**src/rtl/msacl_pkg.sv**
```systemverilog
`default_nettype none
package msacl_pkg;

   localparam int unsigned CSR_INDEX_W = 3;
   localparam int unsigned DIV_W       = 16;
   localparam int unsigned DIV_CNT_W   = 4;

   localparam logic [CSR_INDEX_W-1:0] CSR_MAX_PWM       = 3'd0;
   localparam logic [CSR_INDEX_W-1:0] CSR_MIN_PWM       = 3'd1;
   localparam logic [CSR_INDEX_W-1:0] CSR_MIN_PPM       = 3'd2;
   localparam logic [CSR_INDEX_W-1:0] CSR_MAX_CURRENT   = 3'd3;
   localparam logic [CSR_INDEX_W-1:0] CSR_LIMIT_CURRENT = 3'd4;

   localparam logic [7:0] MAX_PWM_RESET       = 8'd255;
   localparam logic [7:0] MIN_PWM_RESET       = 8'd10;
   localparam logic [7:0] MIN_PPM_RESET       = 8'd10;
   localparam logic [9:0] MAX_CURRENT_RESET   = 10'd255;
   localparam logic [7:0] LIMIT_CURRENT_RESET = 8'd65;

   localparam logic [7:0] PPM_FULL_SCALE    = 8'd200;
   localparam logic [9:0] PPM_INVALID_ABOVE = 10'd300;
   localparam logic [7:0] PPM_SPAN_TOP      = 8'd190;
   localparam int unsigned SLEW_SHIFT       = 5;
   localparam logic [7:0] PPM_FRAMES_NEEDED = 8'd20;

   // x / 200 == (x * SER_RECIP) >> SER_SHIFT for every 16-bit product of two bytes
   localparam logic [16:0] SER_RECIP = 17'd83887;
   localparam int unsigned SER_SHIFT = 24;

   localparam logic [DIV_CNT_W-1:0] DIV_LAST = 4'd15;

   typedef enum logic [1:0] {
      ST_IDLE,
      ST_MUL,
      ST_DIV,
      ST_FIN
   } state_type;

   typedef struct packed {
      logic load;
      logic start;
      logic step;
      logic commit;
   } ctrl_cmd_type;

   typedef struct packed {
      logic need_div;
   } dp_status_type;

endpackage
`default_nettype wire

```
**src/rtl/msacl_ctrl.sv**
```systemverilog
`default_nettype none
module msacl_ctrl (
   input  wire logic                    clock,
   input  wire logic                    reset,
   input  wire logic                    req_valid,
   output logic                         req_ready,
   output logic                         rsp_valid,
   input  wire logic                    rsp_ready,
   input  wire msacl_pkg::dp_status_type status,
   output msacl_pkg::ctrl_cmd_type      cmd
);
   import msacl_pkg::*;

   state_type              state_ff, state_in;
   logic [DIV_CNT_W-1:0]   cnt_ff, cnt_in;
   logic                   rsp_valid_ff, rsp_valid_in;

   always_ff @(posedge clock) begin
      if (reset) begin
         state_ff     <= ST_IDLE;
         cnt_ff       <= '0;
         rsp_valid_ff <= 1'b0;
      end else begin
         state_ff     <= state_in;
         cnt_ff       <= cnt_in;
         rsp_valid_ff <= rsp_valid_in;
      end
   end

   always_comb begin
      state_in     = state_ff;
      cnt_in       = cnt_ff;
      rsp_valid_in = rsp_valid_ff;
      cmd          = '0;
      req_ready    = 1'b0;
      if (rsp_valid_ff && rsp_ready) begin
         rsp_valid_in = 1'b0;
      end
      unique case (state_ff)
         ST_IDLE: begin
            req_ready = 1'b1;
            if (req_valid) begin
               cmd.load = 1'b1;
               state_in = ST_MUL;
            end
         end
         ST_MUL: begin
            cmd.start = 1'b1;
            cnt_in    = '0;
            state_in  = status.need_div ? ST_DIV : ST_FIN;
         end
         ST_DIV: begin
            cmd.step = 1'b1;
            cnt_in   = cnt_ff + 1'b1;
            if (cnt_ff == DIV_LAST) begin
               state_in = ST_FIN;
            end
         end
         ST_FIN: begin
            if (!rsp_valid_ff || rsp_ready) begin
               cmd.commit   = 1'b1;
               rsp_valid_in = 1'b1;
               state_in     = ST_IDLE;
            end
         end
         default: state_in = ST_IDLE;
      endcase
   end

   assign rsp_valid = rsp_valid_ff;

endmodule
`default_nettype wire

```
**src/rtl/msacl_dp.sv**
```systemverilog
`default_nettype none
module msacl_dp (
   input  wire logic                                clock,
   input  wire logic                                reset,
   input  wire msacl_pkg::ctrl_cmd_type             cmd,
   output msacl_pkg::dp_status_type                 status,
   input  wire logic                                csr_we,
   input  wire logic [msacl_pkg::CSR_INDEX_W-1:0]   csr_index,
   input  wire logic [9:0]                          csr_data,
   input  wire logic                                req_i2c_valid,
   input  wire logic [7:0]                          req_i2c_setpoint,
   input  wire logic                                req_serial_valid,
   input  wire logic [7:0]                          req_serial_setpoint,
   input  wire logic [7:0]                          req_ppm_frames,
   input  wire logic [9:0]                          req_ppm_width,
   input  wire logic [9:0]                          req_current_sample,
   input  wire logic                                req_average_tick,
   output logic [7:0]                               rsp_duty,
   output logic [7:0]                               rsp_setpoint,
   output logic                                     rsp_ppm_mode,
   output logic                                     rsp_fault_led,
   output logic                                     rsp_cutoff,
   output logic [7:0]                               rsp_max_duty,
   output logic [7:0]                               rsp_mean_current
);
   import msacl_pkg::*;

   // configuration
   logic [7:0] max_pwm_ff, min_pwm_ff, min_ppm_ff, limit_current_ff;
   logic [9:0] max_current_ff;

   always_ff @(posedge clock) begin
      if (reset) begin
         max_pwm_ff       <= MAX_PWM_RESET;
         min_pwm_ff       <= MIN_PWM_RESET;
         min_ppm_ff       <= MIN_PPM_RESET;
         max_current_ff   <= MAX_CURRENT_RESET;
         limit_current_ff <= LIMIT_CURRENT_RESET;
      end else if (csr_we) begin
         unique case (csr_index)
            CSR_MAX_PWM:       max_pwm_ff       <= csr_data[7:0];
            CSR_MIN_PWM:       min_pwm_ff       <= csr_data[7:0];
            CSR_MIN_PPM:       min_ppm_ff       <= csr_data[7:0];
            CSR_MAX_CURRENT:   max_current_ff   <= csr_data;
            CSR_LIMIT_CURRENT: limit_current_ff <= csr_data[7:0];
            default: ;
         endcase
      end
   end

   // latched transaction
   logic       i2c_valid_ff, serial_valid_ff, tick_ff;
   logic [7:0] i2c_sp_ff, serial_sp_ff, frames_ff;
   logic [9:0] width_ff, cur_ff;

   always_ff @(posedge clock) begin
      if (cmd.load) begin
         i2c_valid_ff    <= req_i2c_valid;
         i2c_sp_ff       <= req_i2c_setpoint;
         serial_valid_ff <= req_serial_valid;
         serial_sp_ff    <= req_serial_setpoint;
         frames_ff       <= req_ppm_frames;
         width_ff        <= req_ppm_width;
         cur_ff          <= req_current_sample;
         tick_ff         <= req_average_tick;
      end
   end

   // source select
   logic       src_ser, src_ppm, src_none;
   logic [7:0] w_eff, den, mul_a, mul_b, divisor;
   logic       ppm_zero, den_pos, ppm_neg;

   always_comb begin
      src_ser  = !i2c_valid_ff && serial_valid_ff;
      src_ppm  = !i2c_valid_ff && !serial_valid_ff && (frames_ff > PPM_FRAMES_NEEDED);
      src_none = !i2c_valid_ff && !serial_valid_ff && !src_ppm;
      if (width_ff > PPM_INVALID_ABOVE) begin
         w_eff = 8'd0;
      end else if (width_ff > {2'b00, PPM_FULL_SCALE}) begin
         w_eff = PPM_FULL_SCALE;
      end else begin
         w_eff = width_ff[7:0];
      end
      ppm_zero = (w_eff <= min_ppm_ff);
      den_pos  = (min_ppm_ff < PPM_SPAN_TOP);
      den      = PPM_SPAN_TOP - min_ppm_ff;
      ppm_neg  = (min_pwm_ff > max_pwm_ff);
      divisor  = den;
      if (src_ser) begin
         mul_a = max_pwm_ff;
         mul_b = serial_sp_ff;
      end else begin
         mul_a = ppm_neg ? (min_pwm_ff - max_pwm_ff) : (max_pwm_ff - min_pwm_ff);
         mul_b = w_eff - min_ppm_ff;
      end
      status.need_div = src_ppm && !ppm_zero && den_pos;
   end

   // restoring divider, one quotient bit per step
   logic [DIV_W-1:0] div_q_ff, div_q_in;
   logic [7:0]       div_r_ff, div_r_in, divisor_ff;
   logic [8:0]       rem_sh;

   always_comb begin
      rem_sh   = {div_r_ff, div_q_ff[DIV_W-1]};
      div_q_in = div_q_ff;
      div_r_in = div_r_ff;
      if (cmd.start) begin
         div_q_in = mul_a * mul_b;
         div_r_in = '0;
      end else if (cmd.step) begin
         if (rem_sh >= {1'b0, divisor_ff}) begin
            div_r_in = 8'(rem_sh - {1'b0, divisor_ff});
            div_q_in = {div_q_ff[DIV_W-2:0], 1'b1};
         end else begin
            div_r_in = rem_sh[7:0];
            div_q_in = {div_q_ff[DIV_W-2:0], 1'b0};
         end
      end
   end

   always_ff @(posedge clock) begin
      div_q_ff <= div_q_in;
      div_r_ff <= div_r_in;
      if (cmd.start) begin
         divisor_ff <= divisor;
      end
   end

   // loop state
   logic [7:0] held_ff, held_in, dmax_ff, dmax_in, mean_ff, mean_in;
   logic       src_ff, src_in;
   logic [16:0] raw;
   logic [32:0] ser_scaled;
   logic [7:0]  sp, duty, dmax1;
   logic        over, led, mean_over;
   logic [9:0]  cur_eff;

   always_comb begin
      ser_scaled = {17'd0, div_q_ff} * SER_RECIP;
      if (i2c_valid_ff) begin
         raw = {9'd0, i2c_sp_ff};
      end else if (src_ser) begin
         raw = {8'd0, ser_scaled[32:SER_SHIFT]};
      end else if (src_ppm) begin
         if (ppm_zero) begin
            raw = '0;
         end else if (!den_pos) begin
            raw = {9'd0, max_pwm_ff};
         end else if (ppm_neg) begin
            raw = (div_q_ff > {8'd0, min_pwm_ff}) ? 17'd0
                  : {9'd0, 8'(min_pwm_ff - div_q_ff[7:0])};
         end else begin
            raw = {9'd0, min_pwm_ff} + {1'b0, div_q_ff};
         end
      end else begin
         raw = {9'd0, held_ff - {7'd0, (held_ff != 8'd0)}};
      end
      sp = (raw > {9'd0, max_pwm_ff}) ? max_pwm_ff : raw[7:0];

      src_in = src_ff;
      if (src_ppm) begin
         src_in = 1'b1;
      end else if (!src_none) begin
         src_in = 1'b0;
      end

      led  = src_none;
      duty = sp;
      if (sp > dmax_ff) begin
         duty = dmax_ff;
         led  = 1'b1;
      end
      over    = (cur_ff > max_current_ff);
      cur_eff = cur_ff;
      if (over) begin
         duty    = 8'd0;
         led     = 1'b1;
         cur_eff = cur_ff - 10'd1;
      end

      mean_in   = mean_ff;
      dmax1     = dmax_ff;
      dmax_in   = dmax_ff;
      mean_over = 1'b0;
      if (tick_ff) begin
         if ({2'b00, mean_ff} < cur_eff) begin
            mean_in = mean_ff + {7'd0, (mean_ff != 8'd255)};
         end else if ({2'b00, mean_ff} > cur_eff) begin
            mean_in = mean_ff - 8'd1;
         end
         if (cur_eff > max_current_ff) begin
            dmax1 = dmax_ff - (dmax_ff >> SLEW_SHIFT);
         end
         mean_over = (mean_in > limit_current_ff);
         if (mean_over) begin
            dmax_in = dmax1 - {7'd0, (dmax1 != 8'd0)};
            led     = 1'b1;
         end else if (dmax1 < max_pwm_ff) begin
            dmax_in = dmax1 + 8'd1;
         end else begin
            dmax_in = dmax1;
         end
      end
      held_in = sp;
   end

   always_ff @(posedge clock) begin
      if (reset) begin
         held_ff <= '0;
         dmax_ff <= MAX_PWM_RESET;
         mean_ff <= '0;
         src_ff  <= 1'b1;
      end else if (cmd.commit) begin
         held_ff <= held_in;
         dmax_ff <= dmax_in;
         mean_ff <= mean_in;
         src_ff  <= src_in;
      end
   end

   always_ff @(posedge clock) begin
      if (cmd.commit) begin
         rsp_duty         <= duty;
         rsp_setpoint     <= sp;
         rsp_ppm_mode     <= src_in;
         rsp_fault_led    <= led;
         rsp_cutoff       <= over;
         rsp_max_duty     <= dmax_in;
         rsp_mean_current <= mean_in;
      end
   end

endmodule
`default_nettype wire

```
**src/rtl/motor_setpoint_and_current_limit.sv**
```systemverilog
// An accepted request goes through the MUL state, the DIV state when a PPM
// setpoint needs the 16-step restoring divider (serial scaling is a multiply),
// and FIN, which registers the response. A new request is taken only once the
// last is committed, and FIN holds while an earlier response waits for rsp_ready.
// Reset (synchronous, active high): registers to their defaults, held setpoint
// and mean current 0, duty maximum 255, PPM mode 1, no response pending.
`default_nettype none
module motor_setpoint_and_current_limit (
   input  wire logic                              clock,
   input  wire logic                              reset,
   input  wire logic                              csr_valid,
   output logic                                   csr_ready,
   input  wire logic [msacl_pkg::CSR_INDEX_W-1:0] csr_index,
   input  wire logic [9:0]                        csr_data,
   input  wire logic                              req_valid,
   output logic                                   req_ready,
   input  wire logic                              req_i2c_valid,
   input  wire logic [7:0]                        req_i2c_setpoint,
   input  wire logic                              req_serial_valid,
   input  wire logic [7:0]                        req_serial_setpoint,
   input  wire logic [7:0]                        req_ppm_frames,
   input  wire logic [9:0]                        req_ppm_width,
   input  wire logic [9:0]                        req_current_sample,
   input  wire logic                              req_average_tick,
   output logic                                   rsp_valid,
   input  wire logic                              rsp_ready,
   output logic [7:0]                             rsp_duty,
   output logic [7:0]                             rsp_setpoint,
   output logic                                   rsp_ppm_mode,
   output logic                                   rsp_fault_led,
   output logic                                   rsp_cutoff,
   output logic [7:0]                             rsp_max_duty,
   output logic [7:0]                             rsp_mean_current
);
   import msacl_pkg::*;

   ctrl_cmd_type  cmd;
   dp_status_type status;

   assign csr_ready = 1'b1;

   msacl_ctrl u_ctrl (
      .clock     (clock),
      .reset     (reset),
      .req_valid (req_valid),
      .req_ready (req_ready),
      .rsp_valid (rsp_valid),
      .rsp_ready (rsp_ready),
      .status    (status),
      .cmd       (cmd)
   );

   msacl_dp u_dp (
      .clock               (clock),
      .reset               (reset),
      .cmd                 (cmd),
      .status              (status),
      .csr_we              (csr_valid),
      .csr_index           (csr_index),
      .csr_data            (csr_data),
      .req_i2c_valid       (req_i2c_valid),
      .req_i2c_setpoint    (req_i2c_setpoint),
      .req_serial_valid    (req_serial_valid),
      .req_serial_setpoint (req_serial_setpoint),
      .req_ppm_frames      (req_ppm_frames),
      .req_ppm_width       (req_ppm_width),
      .req_current_sample  (req_current_sample),
      .req_average_tick    (req_average_tick),
      .rsp_duty            (rsp_duty),
      .rsp_setpoint        (rsp_setpoint),
      .rsp_ppm_mode        (rsp_ppm_mode),
      .rsp_fault_led       (rsp_fault_led),
      .rsp_cutoff          (rsp_cutoff),
      .rsp_max_duty        (rsp_max_duty),
      .rsp_mean_current    (rsp_mean_current)
   );

endmodule
`default_nettype wire

```
**config.mk**
```make
export PLATFORM = sky130hd
export DESIGN_NAME = motor_setpoint_and_current_limit
export DESIGN_NICKNAME = d
export VERILOG_FILES = /design/src/rtl/msacl_pkg.sv /design/src/rtl/msacl_ctrl.sv /design/src/rtl/msacl_dp.sv /design/src/rtl/motor_setpoint_and_current_limit.sv
export SDC_FILE = /design/constraint.sdc
export NUM_CORES = 1
export LEC_CHECK = 0
export ABC_AREA = 1
export BUFFER_PORTS_ARGS = -buffer_cell sky130_fd_sc_hd__buf_2
export CAP_MARGIN = 40
export CORE_ASPECT_RATIO = 1.1
export CORE_MARGIN = 5
export CORE_UTILIZATION = 65
export DETAILED_ROUTE_END_ITERATION = 7
export HOLD_SLACK_MARGIN = 0.02
export PLACE_DENSITY = 0.9
export SYNTH_ARGS = -nofsm -noshare
export SYNTH_HDL_FRONTEND = slang
export SYNTH_SLANG_ARGS = --single-unit
```
**constraint.sdc**
```tcl
create_clock -name clock -period 14.8 [get_ports clock]
set_clock_uncertainty 0.05 [all_clocks]
set_input_delay 1.48 -clock clock [delete_from_list [all_inputs] [get_ports clock]]
set_output_delay 1.48 -clock clock [all_outputs]
set_load 0.05 [all_outputs]
```
==> results of run 1 <==
final cells by class:
| cell class | count | share of cell area |
|---|---|---|
| Tap cell | 420 | 0.0237 |
| Inverter | 534 | 0.0907 |
| Sequential cell | 188 | 0.218 |
| Clock inverter | 12 | 0.00628 |
| Clock buffer | 20 | 0.0197 |
| Multi-Input combinational cell | 1869 | 0.615 |
| Timing Repair Buffer | 112 | 0.0268 |
cells by family after synthesis:
kind of cell / Yosys count / share of synthesized area
other cells: 1 / 0.000182
buf+inv: 573 / 0.106
mux: 2 / 0.000972
simple gates: 932 / 0.195
compound gates: 418 / 0.112
flops: 188 / 0.234
fa+ha+maj: 448 / 0.323
xor+xnor: 68 / 0.0289
routing by layer:
metal  GRT usage  up-vias
li1            -     8688
met1       0.355     8393
met2       0.601      741
met5           0        -
met4       0.182        0
met3      0.0417      228
sequential cells by signal, summed over array words and instances, names as in the netlist, 10 cells and up:
signal / count
u_dp.cur_ff: 10
u_dp.max_current_ff: 10
u_dp.div_q_ff: 16
u_dp.width_ff: 10
cell usage in the layout (no fill, tap or decap), types with 4 or more instances in the layout:
| cell type | instances |
|---|---|
| fa_1 | 141 |
| xnor2_1 | 13 |
| o21ai_1 | 8 |
| a21o_1 | 10 |
| nand2_1 | 515 |
| ha_1 | 307 |
| nor2_2 | 4 |
| nand4_1 | 28 |
| buf_4 | 7 |
| a31oi_1 | 7 |
| inv_2 | 5 |
| nor3_1 | 31 |
| inv_1 | 524 |
| xor2_1 | 55 |
| o21a_1 | 4 |
| nand3_1 | 138 |
| and2_1 | 8 |
| buf_2 | 103 |
| o2111ai_1 | 4 |
| o21bai_1 | 9 |
| clkbuf_16 | 17 |
| a21oi_1 | 188 |
| o211ai_1 | 23 |
| dfxtp_1 | 82 |
| nand3_2 | 4 |
| edfxtp_1 | 106 |
| nor2_1 | 154 |
| nand2_2 | 11 |
| nand3b_1 | 6 |
| o21ai_0 | 143 |
| clkinv_1 | 5 |
| nor4_1 | 6 |
| a21boi_0 | 7 |
| or2_2 | 14 |
worst register-to-register path: cells and delay by family, from the launching register on:
| family | cells | cell delay [ns] |
|---|---|---|
| and+or+nand+nor | 16 | 1.87 |
| AOI/OAI and AO/OA | 11 | 1.93 |
| adders and majority gates | 9 | 4.16 |
| DFF | 1 | 0.53 |
| buffers and inverters | 8 | 0.65 |
final timing paths:
kind	startpoint	endpoint	slack [ns]	depth (start not counted)
min reg2reg	u_dp.div_r_ff[7]	u_dp.div_r_ff[7]	0.42	2
min	u_dp.div_r_ff[7]	u_dp.div_r_ff[7]	0.42	2
max reg2reg	u_dp.div_q_ff[4]	u_dp.rsp_duty[4]	5.34	44
max	u_dp.div_q_ff[4]	u_dp.rsp_duty[4]	5.34	44
stage by stage:
| stage | instance area [µm²] | worst slack (ns) |
|---|---|---|
| floorplan | 20600 | 6.76 |
| global placement | 21500 | 5.54 |
| detailed placement | 21500 | 5.45 |
| CTS | 22100 | 5.45 |
| global route | 22100 | 4.82 |
| finish | 22100 | 5.34 |
==> flow_summary.toml, run 1 <==
[outcome]
status = "finished, final reports clean"

[worst_setup_path]
cp_data_arrival_time_ns = 9.61
slowest_stage = "fa_1"
critPathKind = "reg -> reg"
path_buf_inv = 8
crit_path_max_fanout = 17
worstSetupEndpointType = "flip-flop"
critPathLaunchType = "flip-flop"
cpLargestDelayFamily = "adder cells"
slowest_delay_ns = 0.59
cp_data_required_time_ns = 14.95

[route]
met1_length_mm = 21.0
wl_mm = 57.4
num_vias = 18100
firstDrtPassIters = 6
routedWlPerCell_um = 18.2
drt_iter0_markers = 1336
drc_errors = 0
vias_per_cell = 5.72
wl_met3_mm = 3.34
ant_nets = 0
top_layer_used = "met4"
dr_wl_met2_mm = 29.3

[floorplanning]
die_x_um = 180
placementRows = 68
start_util = 0.658
coreArea_um2 = 31300
die_area_um2 = 35400
die_y_um = 197
pin_count = 103

[sta]
relSlewSlack = 0.393
clock.fmax_mhz = 106
tightest_slew_ns = 0.908
rsz0062_at_grt = "no"
period_share = 0.639
finalSetupViolCount = 0
whs_ns = 0.418
slew_violations = 0
post-route-min-period_ns = 9.46
fin_setup_tns_ns = 0
hold_viol_final = 0

[cts]
hold_buffers = 0
path_clk_slew_ns = 0.07
clock_sinks = 188
cts_buffer_depth = 2
ctsResizeCount = 0
root_buffer = "clkbuf_16"
numCtsBuffers = 17
ctsHtreeMaxLevel = 4
cts_tree = "built"
cts_setup_buffers = 0
clk_latency_ns = 0.44

[yosys]
synth_top_cell_area_share = 0.186
ys_async_sr_fraction = 0
synth-seq-cells = 188
synthTopCellsByCount = "inv_1 (526), nand2_1 (515), ha_1 (307)"
syn_area_per_cell_um2 = 7.83
synth_edf_count = 106
synth_nets = 3143
yosysSeqAreaShare = 0.234
synth_cell_types = 57
yosysWarnings = 0
yosysTopAreaCell = "ha_1"
synth_ff_type = "edfxtp_1"
synthCells = 2630
yosysMostFrequentCell = "inv_1"
netlist_top_cells_area = "ha_1 (19%), edfxtp_1 (15%), fa_1 (14%)"
synth_area_um2 = 20600

[finish]
num_antenna_cells = 0
areaGrowthSynthToFinish_pct = 7.40
regArea_um2 = 4820
num-fill-cells = 2533
final_util = 0.707
drive_gt1_frac = 0.0702
multi_input_area_um2 = 13600
fin_nets = 3235
fin_cells = 3155

[placed_design]
hpwl_mm = 47.1
gp_congestion = 1.00
dp_cells = 3122
port_buffers = 101

[flow_run]
maxCapViolations = 0

[grt]
gr-usage-all-layers = 0.322
grt_pass1_vias = 18300
grt_overflow = 0
antenna_found_initial = 0
grt_first_pass_wirelength_mm = 91.9
grt_max_degree = 51

[hold_path]
hp-class = "reg -> reg"
Power of run 1 is not shown: default switching activity piles up to over one toggle a cycle in this logic, so the estimate is an artifact.
==> inputs of run 2 (changes only) <==
--- a/config.mk
+++ b/config.mk
@@ -10,10 +10,10 @@
 export CAP_MARGIN = 40
 export CORE_ASPECT_RATIO = 1.1
 export CORE_MARGIN = 5
-export CORE_UTILIZATION = 65
+export CORE_UTILIZATION = 64
 export DETAILED_ROUTE_END_ITERATION = 7
 export HOLD_SLACK_MARGIN = 0.02
-export PLACE_DENSITY = 0.9
+export PLACE_DENSITY = 0.89
 export SYNTH_ARGS = -nofsm -noshare
 export SYNTH_HDL_FRONTEND = slang
 export SYNTH_SLANG_ARGS = --single-unit
==> constraint.sdc (replaced) <==
create_clock -name clock -period 9.5 [get_ports clock]
set_clock_uncertainty 0.05 [all_clocks]
set_input_delay 0.95 -clock clock [delete_from_list [all_inputs] [get_ports clock]]
set_output_delay 0.95 -clock clock [all_outputs]
set_load 0.05 [all_outputs]
==> flow_summary.toml, run 2 (synthesis results as in run 1) <==
[worst_setup_path]
cp_data_required_time_ns = 9.66
worstSetupEndpointType = "flip-flop"
slowest_stage = "fa_1"
critPathKind = "reg -> reg"
crit_path_max_fanout = 17
cpLargestDelayFamily = "adder cells"
cp_data_arrival_time_ns = 9.13
cpMostUsedCell = "inv_1"
path_buf_inv = 8
critPathLaunchType = "flip-flop"
slowest_delay_ns = 0.56

[cts]
clk_latency_ns = 0.44
numCtsBuffers = 17
root_buffer = "clkbuf_16"
cts_tree = "built"
cts_buffer_depth = 2
ctsHtreeMaxLevel = 4
clock_sinks = 188
hold_buffers = 0
path_clk_slew_ns = 0.08

[finish]
regArea_um2 = 4820
num_antenna_cells = 0
final_util = 0.695
final_common_cell = "inv_1"
regMostFlops = "u_dp.div_q_ff"
drive_gt1_frac = 0.0751
num-fill-cells = 2532
fin_nets = 3244
final_cell_mix = "inv_1 (524), nand2_1 (514), ha_1 (307)"
areaGrowthSynthToFinish_pct = 8.08
largest_reg_flops = 16
multi_input_area_um2 = 13600
fin_cells = 3170

[grt]
gr-usage-all-layers = 0.316
grt_max_degree = 40
grt_overflow = 0
antenna_found_initial = 0
grt_first_pass_wirelength_mm = 91.5
grt_pass1_vias = 18700

[placed_design]
port_buffers = 101
dp_cells = 3136
hpwl_mm = 47.1
gp_congestion = 1.02

[floorplanning]
die_y_um = 198
start_util = 0.643
pin_count = 103
placementRows = 69
die_area_um2 = 35900
die_x_um = 181
coreArea_um2 = 32000

[flow_run]
maxCapViolations = 0

[sta]
period_share = 0.944
relSlewSlack = 0.350
whs_ns = 0.426
fin_setup_tns_ns = 0
rsz0062_at_grt = "no"
tightest_slew_ns = 0.971
post-route-min-period_ns = 8.97
clock.fmax_mhz = 112
slew_violations = 0
hold_viol_final = 0
finalSetupViolCount = 0

[route]
num_vias = 18300
routedWlPerCell_um = 18.1
drt_iter0_markers = 1479
ant_nets = 0
firstDrtPassIters = 7
vias_per_cell = 5.77
drc_errors = 0
wl_mm = 57.2

[hold_path]
hp-class = "reg -> reg"

[outcome]
status = "finished, final reports clean"
==> run 2: cell count changes in the layout (fill, tap and decap cells not counted), sizes merged <==
cell,before,now
clkinv,8,9
buf,111,120
clkdlybuf4s15,0,1
bufinv,2,1
clkinvlp,2,1
clkbuf,21,18
inv,534,537
==> run 2: worst register-to-register path, delay by kind of cell (launching register included) <==
family	cells	cell delay (ns)
AO/OA/AOI/OAI	10	1.58
adder cells (fa/ha/maj)	9	4.07
buffers and inverters	8	0.61
flip-flops	1	0.50
AND/OR/NAND/NOR	17	1.91
==> run 2: area by class of cell <==
class | count | area share
Tap cell | 426 | 0.0239
Sequential cell | 188 | 0.217
Clock buffer | 18 | 0.0193
Multi-Input combinational cell | 1869 | 0.611
Inverter | 534 | 0.0901
Timing Repair Buffer | 121 | 0.0310
Clock inverter | 14 | 0.00775
==> run 2: metrics by stage <==
stage	area (µm²)	worst slack, ns
after global routing	22300	0.0210
after detailed placement	21600	0.346
after global placement	21600	0.515
after CTS	22200	0.319
final	22300	0.534
after floorplan	20600	1.46
==> run 2: what timing repair did <==
action	in CTS	in global routing
buffers inserted	0	2
setup endpoints to repair	0	9
gates resized for setup	0	5
endpoints found under the hold margin	0	0
==> run 2: worst paths after layout <==
check / slack [ns] / end / start / depth (start not counted)
min: 0.43 / u_dp.limit_current_ff[2] / u_dp.limit_current_ff[2] / 2
max reg2reg: 0.53 / u_dp.rsp_duty[3] / u_dp.div_q_ff[4] / 44
max: 0.53 / u_dp.rsp_duty[3] / u_dp.div_q_ff[4] / 44
min reg2reg: 0.43 / u_dp.limit_current_ff[2] / u_dp.limit_current_ff[2] / 2
==> run 2: metal layers <==
layer  track usage  wire (µm)  vias up
met1         0.356      20900     8582
met2         0.587      29300      792
met3        0.0353       3550      220
met5             0          0        -
li1              -          -     8708
met4         0.170       3510        0
Power of run 2 is left out for the same reason.
